===== src/cpd_pkg.sv =====
// Shared types and constants of the channel phantom packet detector.
package cpd_pkg;

  // Field widths
  localparam int PCT_W  = 7;
  localparam int TIME_W = 64;
  localparam int CNT_W  = 16;
  localparam int ST_W   = 2;
  localparam int CLS_W  = 2;
  localparam int SLOT_W = 4;
  localparam int CFG_W  = 16;
  localparam int CFG_IDX_W = 2;

  // Stream payload widths (packed, padded to bytes)
  localparam int IN_BITS  = 2 * PCT_W + TIME_W;
  localparam int IN_W     = ((IN_BITS + 7) / 8) * 8;
  localparam int OUT_BITS = CLS_W + 2 * ST_W + 1 + SLOT_W + 1 + 3 * TIME_W + CNT_W;
  localparam int OUT_W    = ((OUT_BITS + 7) / 8) * 8;

  // Tracker states
  localparam logic [ST_W-1:0] ST_SILENCE = 2'd0;
  localparam logic [ST_W-1:0] ST_STRANGE = 2'd1;
  localparam logic [ST_W-1:0] ST_RX      = 2'd2;

  // Sample classes
  localparam logic [CLS_W-1:0] CLS_NONE    = 2'd0;
  localparam logic [CLS_W-1:0] CLS_SILENCE = 2'd1;
  localparam logic [CLS_W-1:0] CLS_STRANGE = 2'd2;
  localparam logic [CLS_W-1:0] CLS_RX      = 2'd3;

  // Configuration register indexes
  localparam logic [CFG_IDX_W-1:0] CFG_UPPER   = 2'd0;
  localparam logic [CFG_IDX_W-1:0] CFG_LOWER   = 2'd1;
  localparam logic [CFG_IDX_W-1:0] CFG_MIN_RUN = 2'd2;

  // Configuration reset values
  localparam logic [PCT_W-1:0] UPPER_RST   = 7'd70;
  localparam logic [PCT_W-1:0] LOWER_RST   = 7'd30;
  localparam logic [CNT_W-1:0] MIN_RUN_RST = 16'd4;

  localparam logic [CNT_W-1:0] CNT_MAX = '1;

  // Per-sample class test results
  typedef struct packed {
    logic is_rx;
    logic is_sil;
    logic is_str;
  } class_flags_t;

  // One result item
  typedef struct packed {
    logic [CLS_W-1:0]  sample_class;
    logic [ST_W-1:0]   state_now;
    logic              changed;
    logic [ST_W-1:0]   old_state;
    logic [SLOT_W-1:0] log_slot;
    logic              phantom_valid;
    logic [TIME_W-1:0] phantom_start_time;
    logic [TIME_W-1:0] phantom_stop_time;
    logic [TIME_W-1:0] phantom_len;
    logic [CNT_W-1:0]  run_count;
  } result_t;

  // Saturating increment
  function automatic logic [CNT_W-1:0] bump(input logic [CNT_W-1:0] c);
    bump = (c == CNT_MAX) ? CNT_MAX : c + 1'b1;
  endfunction

endpackage


===== src/channel_phantom_packet_detector_top.sv =====
// Top level: stream ports, configuration registers, input and result registers.
// An accepted input transaction is held in the input register, and its result is
// then held in the result register. Throughput: one sample per cycle while m_tready
// does not stall the output; the state update runs between the input and result registers.
// Reset (rst, synchronous): thresholds 70/30, minimum run 4, tracker in silence
// with all counters, log index and run start time cleared, both stages empty.
module channel_phantom_packet_detector_top #(
  parameter int LOG_DEPTH = 16
) (
  input  logic                             clk,
  input  logic                             rst,
  input  logic                             s_tvalid,
  output logic                             s_tready,
  // busy_pct, recv_pct, sample_time, zero pad
  input  logic [cpd_pkg::IN_W-1:0]         s_tdata,
  output logic                             m_tvalid,
  input  logic                             m_tready,
  // sample_class, state_now, changed, old_state, log_slot, phantom_valid,
  // phantom_start_time, phantom_stop_time, phantom_len, run_count, zero pad
  output logic [cpd_pkg::OUT_W-1:0]        m_tdata,
  input  logic                             cfg_write,
  input  logic [cpd_pkg::CFG_IDX_W-1:0]    cfg_index,
  input  logic [cpd_pkg::CFG_W-1:0]        cfg_data
);

  logic [cpd_pkg::PCT_W-1:0]  upper_threshold;
  logic [cpd_pkg::PCT_W-1:0]  lower_threshold;
  logic [cpd_pkg::CNT_W-1:0]  min_strange_run;

  logic                       in_valid;
  logic [cpd_pkg::PCT_W-1:0]  in_busy;
  logic [cpd_pkg::PCT_W-1:0]  in_recv;
  logic [cpd_pkg::TIME_W-1:0] in_time;

  logic                       out_valid;
  cpd_pkg::result_t           out_res;

  logic                       step;
  cpd_pkg::class_flags_t      flags;
  logic [cpd_pkg::CLS_W-1:0]  sample_class;
  cpd_pkg::result_t           result;

  // Configuration registers
  always_ff @(posedge clk) begin
    if (rst) begin
      upper_threshold <= cpd_pkg::UPPER_RST;
      lower_threshold <= cpd_pkg::LOWER_RST;
      min_strange_run <= cpd_pkg::MIN_RUN_RST;
    end else if (cfg_write) begin
      case (cfg_index)
        cpd_pkg::CFG_UPPER:   upper_threshold <= cfg_data[cpd_pkg::PCT_W-1:0];
        cpd_pkg::CFG_LOWER:   lower_threshold <= cfg_data[cpd_pkg::PCT_W-1:0];
        cpd_pkg::CFG_MIN_RUN: min_strange_run <= cfg_data;
        default: ;
      endcase
    end
  end

  // Pipeline flow control
  assign step     = in_valid && (!out_valid || m_tready);
  assign s_tready = !in_valid || step;

  // Input register
  always_ff @(posedge clk) begin
    if (rst) begin
      in_valid <= 1'b0;
    end else if (s_tready) begin
      in_valid <= s_tvalid;
    end
  end

  always_ff @(posedge clk) begin
    if (s_tvalid && s_tready) begin
      in_busy <= s_tdata[cpd_pkg::PCT_W-1:0];
      in_recv <= s_tdata[2*cpd_pkg::PCT_W-1:cpd_pkg::PCT_W];
      in_time <= s_tdata[2*cpd_pkg::PCT_W+cpd_pkg::TIME_W-1:2*cpd_pkg::PCT_W];
    end
  end

  cpd_classify u_classify (
    .busy_pct        (in_busy),
    .recv_pct        (in_recv),
    .upper_threshold (upper_threshold),
    .lower_threshold (lower_threshold),
    .flags           (flags),
    .sample_class    (sample_class)
  );

  cpd_tracker #(
    .LOG_DEPTH (LOG_DEPTH)
  ) u_tracker (
    .clk             (clk),
    .rst             (rst),
    .step            (step),
    .flags           (flags),
    .sample_class    (sample_class),
    .sample_time     (in_time),
    .min_strange_run (min_strange_run),
    .result          (result)
  );

  // Result register
  always_ff @(posedge clk) begin
    if (rst) begin
      out_valid <= 1'b0;
    end else if (step) begin
      out_valid <= 1'b1;
    end else if (m_tready) begin
      out_valid <= 1'b0;
    end
  end

  always_ff @(posedge clk) begin
    if (step) begin
      out_res <= result;
    end
  end

  assign m_tvalid = out_valid;
  assign m_tdata  = {{(cpd_pkg::OUT_W - cpd_pkg::OUT_BITS){1'b0}},
                     out_res.run_count,
                     out_res.phantom_len,
                     out_res.phantom_stop_time,
                     out_res.phantom_start_time,
                     out_res.phantom_valid,
                     out_res.log_slot,
                     out_res.old_state,
                     out_res.changed,
                     out_res.state_now,
                     out_res.sample_class};

  // A phantom report only comes with a transition out of strange
  a_phantom_exit: assert property (@(posedge clk) disable iff (rst)
    out_valid && out_res.phantom_valid |->
      out_res.changed && out_res.old_state == cpd_pkg::ST_STRANGE &&
      out_res.state_now != cpd_pkg::ST_STRANGE)
    else $error("phantom report without a strange exit");

  // Without a transition the state stays and no slot is shown
  a_no_change: assert property (@(posedge clk) disable iff (rst)
    out_valid && !out_res.changed |->
      out_res.log_slot == '0 && out_res.state_now == out_res.old_state)
    else $error("state moved or slot shown without a transition");

  // A held sample moves into an empty result register in the next cycle
  a_advance: assert property (@(posedge clk) disable iff (rst)
    in_valid && !out_valid |=> out_valid)
    else $error("sample stuck in input register");

  // Consecutive results chain: each old_state is the last state_now
  a_chain: assert property (@(posedge clk) disable iff (rst)
    step && out_valid |=> out_res.old_state == $past(out_res.state_now))
    else $error("state chain broken between results");

endmodule


===== src/cpd_classify.sv =====
// Threshold classification of one channel-utility sample.
module cpd_classify (
  input  logic [cpd_pkg::PCT_W-1:0] busy_pct,
  input  logic [cpd_pkg::PCT_W-1:0] recv_pct,
  input  logic [cpd_pkg::PCT_W-1:0] upper_threshold,
  input  logic [cpd_pkg::PCT_W-1:0] lower_threshold,
  output cpd_pkg::class_flags_t     flags,
  output logic [cpd_pkg::CLS_W-1:0] sample_class
);

  logic b_mid;

  // Each test stands on its own; crossed thresholds may hit several
  assign b_mid = (busy_pct > lower_threshold) && (busy_pct < upper_threshold);

  always_comb begin
    flags.is_rx  = (busy_pct >= upper_threshold) && (recv_pct >= upper_threshold);
    flags.is_sil = (busy_pct <= lower_threshold) && (recv_pct <= lower_threshold);
    flags.is_str = (b_mid && (recv_pct < lower_threshold)) ||
                   (b_mid && (recv_pct > lower_threshold) && (recv_pct < upper_threshold)) ||
                   ((busy_pct > upper_threshold) && (recv_pct < lower_threshold));
  end

  // Reported class: rx before silence before strange
  always_comb begin
    if (flags.is_rx) begin
      sample_class = cpd_pkg::CLS_RX;
    end else if (flags.is_sil) begin
      sample_class = cpd_pkg::CLS_SILENCE;
    end else if (flags.is_str) begin
      sample_class = cpd_pkg::CLS_STRANGE;
    end else begin
      sample_class = cpd_pkg::CLS_NONE;
    end
  end

endmodule


===== src/cpd_tracker.sv =====
// State machine, run counters, transition log index and phantom report.
module cpd_tracker #(
  parameter int LOG_DEPTH = 16
) (
  input  logic                       clk,
  input  logic                       rst,
  input  logic                       step,
  input  cpd_pkg::class_flags_t      flags,
  input  logic [cpd_pkg::CLS_W-1:0]  sample_class,
  input  logic [cpd_pkg::TIME_W-1:0] sample_time,
  input  logic [cpd_pkg::CNT_W-1:0]  min_strange_run,
  output cpd_pkg::result_t           result
);

  localparam int LW = (LOG_DEPTH > 1) ? $clog2(LOG_DEPTH) : 1;
  localparam logic [LW-1:0] LOG_LAST = LW'(LOG_DEPTH - 1);

  logic [cpd_pkg::ST_W-1:0]   cur_state, cur_state_next;
  logic                       strange_mode, strange_mode_next;
  logic [cpd_pkg::CNT_W-1:0]  strange_count, strange_count_next;
  logic [cpd_pkg::CNT_W-1:0]  silence_count, silence_count_next;
  logic [cpd_pkg::CNT_W-1:0]  receive_count, receive_count_next;
  logic [cpd_pkg::CNT_W-1:0]  mode_entry_count, mode_entry_count_next;
  logic [LW-1:0]              log_index, log_index_next;
  logic [cpd_pkg::TIME_W-1:0] run_start_time, run_start_time_next;

  logic                       changed, phantom;
  logic [cpd_pkg::CNT_W-1:0]  run;
  logic [LW+3:0]              slot_ext;

  // Transition rules, first match wins
  always_comb begin
    cur_state_next        = cur_state;
    strange_mode_next     = strange_mode;
    strange_count_next    = strange_count;
    silence_count_next    = silence_count;
    receive_count_next    = receive_count;
    mode_entry_count_next = mode_entry_count;
    run_start_time_next   = run_start_time;
    changed               = 1'b0;
    phantom               = 1'b0;
    if (!strange_mode && cur_state == cpd_pkg::ST_RX && flags.is_sil) begin
      // rx to silence wins over a strange entry from rx
      receive_count_next = '0;
      cur_state_next     = cpd_pkg::ST_SILENCE;
      silence_count_next = cpd_pkg::bump(silence_count);
      changed            = 1'b1;
    end else if (!strange_mode && flags.is_str &&
        (cur_state == cpd_pkg::ST_SILENCE || cur_state == cpd_pkg::ST_RX)) begin
      // enter strange from silence or rx
      run_start_time_next   = sample_time;
      strange_mode_next     = 1'b1;
      mode_entry_count_next = cpd_pkg::bump(mode_entry_count);
      cur_state_next        = cpd_pkg::ST_STRANGE;
      strange_count_next    = cpd_pkg::bump(strange_count);
      changed               = 1'b1;
    end else if (strange_mode && cur_state == cpd_pkg::ST_STRANGE &&
                 (flags.is_rx || flags.is_sil)) begin
      // leave strange; a long enough run is a phantom packet
      if (strange_count >= min_strange_run) begin
        phantom             = 1'b1;
        receive_count_next  = '0;
        silence_count_next  = '0;
        run_start_time_next = '0;
      end
      strange_mode_next     = 1'b0;
      mode_entry_count_next = '0;
      strange_count_next    = '0;
      changed               = 1'b1;
      if (flags.is_rx) begin
        cur_state_next     = cpd_pkg::ST_RX;
        receive_count_next = cpd_pkg::bump(phantom ? '0 : receive_count);
      end else begin
        cur_state_next     = cpd_pkg::ST_SILENCE;
        silence_count_next = cpd_pkg::bump(phantom ? '0 : silence_count);
      end
    end else if (cur_state == cpd_pkg::ST_STRANGE && flags.is_str) begin
      strange_count_next = cpd_pkg::bump(strange_count);
    end else if (cur_state == cpd_pkg::ST_SILENCE && flags.is_sil) begin
      silence_count_next = cpd_pkg::bump(silence_count);
    end else if (!strange_mode && cur_state == cpd_pkg::ST_RX && flags.is_rx) begin
      receive_count_next = cpd_pkg::bump(receive_count);
    end
  end

  // Log ring index
  assign log_index_next = !changed ? log_index :
                          (log_index == LOG_LAST) ? '0 : log_index + 1'b1;
  assign slot_ext = {4'b0, log_index};

  // Counter of the state after the sample
  always_comb begin
    case (cur_state_next)
      cpd_pkg::ST_SILENCE: run = silence_count_next;
      cpd_pkg::ST_STRANGE: run = strange_count_next;
      default:             run = receive_count_next;
    endcase
  end

  // Result item
  always_comb begin
    result.sample_class       = sample_class;
    result.state_now          = cur_state_next;
    result.changed            = changed;
    result.old_state          = cur_state;
    result.log_slot           = changed ? slot_ext[3:0] : '0;
    result.phantom_valid      = phantom;
    result.phantom_start_time = phantom ? run_start_time : '0;
    result.phantom_stop_time  = phantom ? sample_time : '0;
    result.phantom_len        = phantom ? sample_time - run_start_time : '0;
    result.run_count          = run;
  end

  // State update, once per sample
  always_ff @(posedge clk) begin
    if (rst) begin
      cur_state        <= cpd_pkg::ST_SILENCE;
      strange_mode     <= 1'b0;
      strange_count    <= '0;
      silence_count    <= '0;
      receive_count    <= '0;
      mode_entry_count <= '0;
      log_index        <= '0;
      run_start_time   <= '0;
    end else if (step) begin
      cur_state        <= cur_state_next;
      strange_mode     <= strange_mode_next;
      strange_count    <= strange_count_next;
      silence_count    <= silence_count_next;
      receive_count    <= receive_count_next;
      mode_entry_count <= mode_entry_count_next;
      log_index        <= log_index_next;
      run_start_time   <= run_start_time_next;
    end
  end

endmodule

===== config.mk =====
export PLATFORM = sky130hd
export DESIGN_NAME = channel_phantom_packet_detector_top
export DESIGN_NICKNAME = d
export VERILOG_FILES = /design/src/cpd_pkg.sv /design/src/channel_phantom_packet_detector_top.sv /design/src/cpd_classify.sv /design/src/cpd_tracker.sv
export SDC_FILE = /design/constraint.sdc
export NUM_CORES = 1
export LEC_CHECK = 0
export BUFFER_PORTS_ARGS = -buffer_cell sky130_fd_sc_hd__buf_4
export CORE_MARGIN = 1.5
export CORE_UTILIZATION = 60
export DETAILED_ROUTE_END_ITERATION = 16
export PLACE_DENSITY = 0.86
export SYNTH_ARGS = -nofsm -noshare
export SYNTH_HDL_FRONTEND = slang
export SYNTH_SLANG_ARGS = --single-unit

===== constraint.sdc =====
create_clock -name clk -period 17.7 [get_ports clk]
set_input_delay 0 -clock clk [delete_from_list [all_inputs] [get_ports clk]]
set_output_delay 0 -clock clk [all_outputs]
set_load 0.03 [all_outputs]

==> results.ini <==
[critical_path]
r2r_slack_ns = 13.00
critical_path_class = reg -> reg
path_cells = ha_1 > nor2b_1 > o21a_1 > o2111ai_1 > nand2_2 > nor2_1 > o21a_1 > a22oi_2 > buf_4 > a211oi_1 > a311oi_1 > o21bai_1
slowest_delay_ns = 0.70
cp.required_ns = 18.03
worst_path_max_delay_cell = a211oi_1
r2r_end = m_tdata[207]$_DFFE_PP_
cp-start-kind = register
crit_arrival_ns = 5.02
r2r_cells = 12
critical_path.max_fanout = 16
crit_top_cell = o21a_1
endpoint_kind = register
r2r-start = in_recv[1]$_DFFE_PP_

[final_layout]
final_nets = 2968
final_cell_mix = 341 x buf_4, 310 x nor2_1, 298 x edfxtp_1
syn_to_final_growth_pct = 22.4
instances_no_fill = 3311
layout_commonest_cell = buf_4
fin_area_sq_um = 28600
drive_gt1_share_pct = 15.8

[route]
drt_iter0_drc = 2218
drc = 0
antenna_left = 0
drt-total-wl_mm = 72.5
dr.pass1.iters = 6
num_vias = 20900
routed_via_density = 6.30
post_drt_wl_per_cell_microns = 21.9

[floorplanning]
start_util_pct = 60.7
core_area_sq_um = 38600
die_area_sq_um = 40200
die_h_microns = 200
fp.dieW_microns = 200
rows = 72
num_io_pins = 329

[sta]
finalHoldViolCount = 0
worst_slew_pin_slew_ns = 1.11
max_freq_mhz = 213
fin_crit_sh_pct = 26.5
fin_tns_setup_ns = 0
slew_headroom_pct = 24.1
layout_min_cycle_time_ns = 4.70
final.setup.worst_slack_ns = 13.00
slew_violations = 0
setup_viol_count_final = 0
clock-skew-final_ns = 0.0244
rsz0062_at_grt = no

[synth]
synth_area_per_cell_sq_um = 9.81
synth_edf_count = 298
netlist_instances = 2385
synth_top_flop_cell = edfxtp_1
ys_types = 89
syn_area_sq_um = 23400
synth-seq-area-share_pct = 51.2
synth-seq-cells = 449
async_flop_share_pct = 0
yosys.area.top_type = edfxtp_1
yosys_warnings = 0
synth_top_area_share_pct = 38.3
synth_area_leaders = edfxtp_1 38%, dfxtp_1 13%, ha_1 6.0%

[worst_hold_path]
holdPathEnd = upper_threshold[2]$_SDFFE_PP1P_
min_from = cfg_write
min_path_cells = 4
hp-class = in -> reg

[global_routing]
antenna_found_initial = 6
grt_use_total_pct = 35.2
grt_max_degree = 107
grt_pass1_vias = 19800
grt_pass1_wl_mm = 111
gr-total-overflow = 0

[pwr]
power.leakage_nw = 11.3
powerDensity_nw_per_um2 = 90.9
vdd_drop_max_v = 0.0000837
finalPower_mw = 2.60

[clock_network]
cts_buffers = 46
clkLatencyLatePin_ns = 0.60
htree_levels = 2
cts_buffer_depth = 3
post_cts_resized = 0
root_buffer = clkbuf_16
cts_sinks = 449
cts_tree = built
path_clk_slew_ns = 0.06

[status]
outcome = complete, no violations

[placed_design]
placed_cells = 3110
placed_area_sq_um = 26100
numPortBuffers = 322
gp_congestion = 0.956
hpwl_mm = 47.6
post-place-ws_ns = 13.23

[run]
max-cap-violations = 0

==> layer usage <==
| metal | track usage, % | share of wire (%) | wire length, microns | vias to the layer above |
|---|---|---|---|---|
| li1 | - | - | - | 9429 |
| met1 | 44.1 | 37 | 27100 | 9930 |
| met2 | 59.6 | 48 | 35100 | 1256 |
| met3 | 6.83 | 9.4 | 6800 | 236 |
| met4 | 15.3 | 4.8 | 3500 | 6 |
| met5 | 0 | 0.050 | 36 | - |
==> worst max-delay path by stage <==
stage,startpoint,depth (start not counted),end
3_5_place_dp,in_recv[1]$_DFFE_PP_,11,m_tdata[209]$_DFFE_PP_
3_3_place_gp,in_recv[1]$_DFFE_PP_,11,m_tdata[209]$_DFFE_PP_
6_report,in_recv[1]$_DFFE_PP_,12,m_tdata[207]$_DFFE_PP_
4_1_cts,min_strange_run[15]$_SDFFE_PP0P_,14,u_tracker.run_start_time[22]$_SDFFE_PP0P_
5_1_grt,min_strange_run[15]$_SDFFE_PP0P_,14,u_tracker.run_start_time[37]$_SDFFE_PP0P_
2_1_floorplan,m_tvalid$_SDFFE_PP0P_,6,u_tracker.receive_count[0]$_SDFFE_PP0P_
==> Yosys cell counts (7+ instances only) <==
cell      number
a221oi_1       9
o21bai_1       8
and2_1        12
nor2_1       311
a211oi_1      34
a211o_1        7
o21ai_0      110
nor2b_1       20
inv_1        131
nand2b_1      18
and4_1         8
a21oi_1      169
a21o_1        55
xnor2_1       44
a22oi_1       77
xor2_1        41
ha_1         113
clkbuf_1     102
nand2_1      189
edfxtp_1     298
dfxtp_1      151
nor4_1        11
mux2i_1       14
or3_1          9
a31oi_1       24
o21a_1        26
and3_1        94
o211ai_1      16
o31ai_1       10
nand4_1       27
o22ai_1       10
buf_2         25
o21ai_1        8
nor3_1        38
nand3_1       51
==> state kept, by name, indices dropped and copies added (netlist names) <==
name                      count
u_tracker.strange_count      16
in_recv                       7
min_strange_run              16
m_tdata                     220
u_tracker.run_start_time     64
u_tracker.log_index           4
u_tracker.cur_state           2
in_valid                      1
u_tracker.silence_count      16
u_tracker.strange_mode        1
lower_threshold               7
u_tracker.receive_count      16
in_busy                       7
m_tvalid                      1
in_time                      64
upper_threshold               7
==> power by group <==
group	internal (mW)	leakage (nW)	switching (mW)
combinational	0.165	6.51	0.295
clock	0.521	0.697	0.420
sequential	1.17	4.13	0.0348
==> layout make-up <==
type / instances / area [sq um]
clock buffers: 58 / 1260
inverters: 135 / 514
well taps: 518 / 648
multi-input cells: 1667 / 10400
fillers: 2530 / 9920
clock inverters: 28 / 186
repair buffers: 452 / 3670
flip-flops and latches: 449 / 12000
diodes: 4 / 10.0
==> critical path, delay by kind of cell, from the launching register on <==
| kind | cells | cell delay, ns |
|---|---|---|
| buffers and inverters | 1 | 0.27 |
| DFF | 1 | 0.47 |
| and+or+nand+nor | 3 | 0.92 |
| AOI/OAI and AO/OA | 7 | 2.45 |
| adders and majority gates | 1 | 0.32 |
==> repair_timing <==
action | in CTS | in global routing
hold buffers | 111 | 0
buffers inserted | 0 | 0
endpoints found under the hold margin | 133 | 0
==> per-stage QoR <==
| stage | util, % | hold slack, ns |
|---|---|---|
| 3_5_place_dp | 67.6 | 0.179 |
| 6_report | 74.3 | 0.0567 |
| 5_1_grt | 74.3 | 0.0689 |
| 3_3_place_gp | 67.6 | 0.179 |
| 4_1_cts | 74.3 | 0.0260 |
| 2_1_floorplan | - | 0.0989 |
==> cell families (layout without fill, tap and decap cells) <==
group | count (synthesis) | in the layout | share of synthesized area (%)
AOI/OAI and AO/OA | 637 | 637 | 18.1
xor gates and xnor gates | 85 | 85 | 3.18
adders and majority gates | 114 | 114 | 6.13
buffers and inverters | 272 | 673 | 4.66
DFF | 449 | 449 | 51.2
muxes | 14 | 14 | 0.599
other | 1 | 8 | 0.0160
and+or+nand+nor | 813 | 813 | 16.2
No activity file was read; power rests on OpenSTA's default activity.
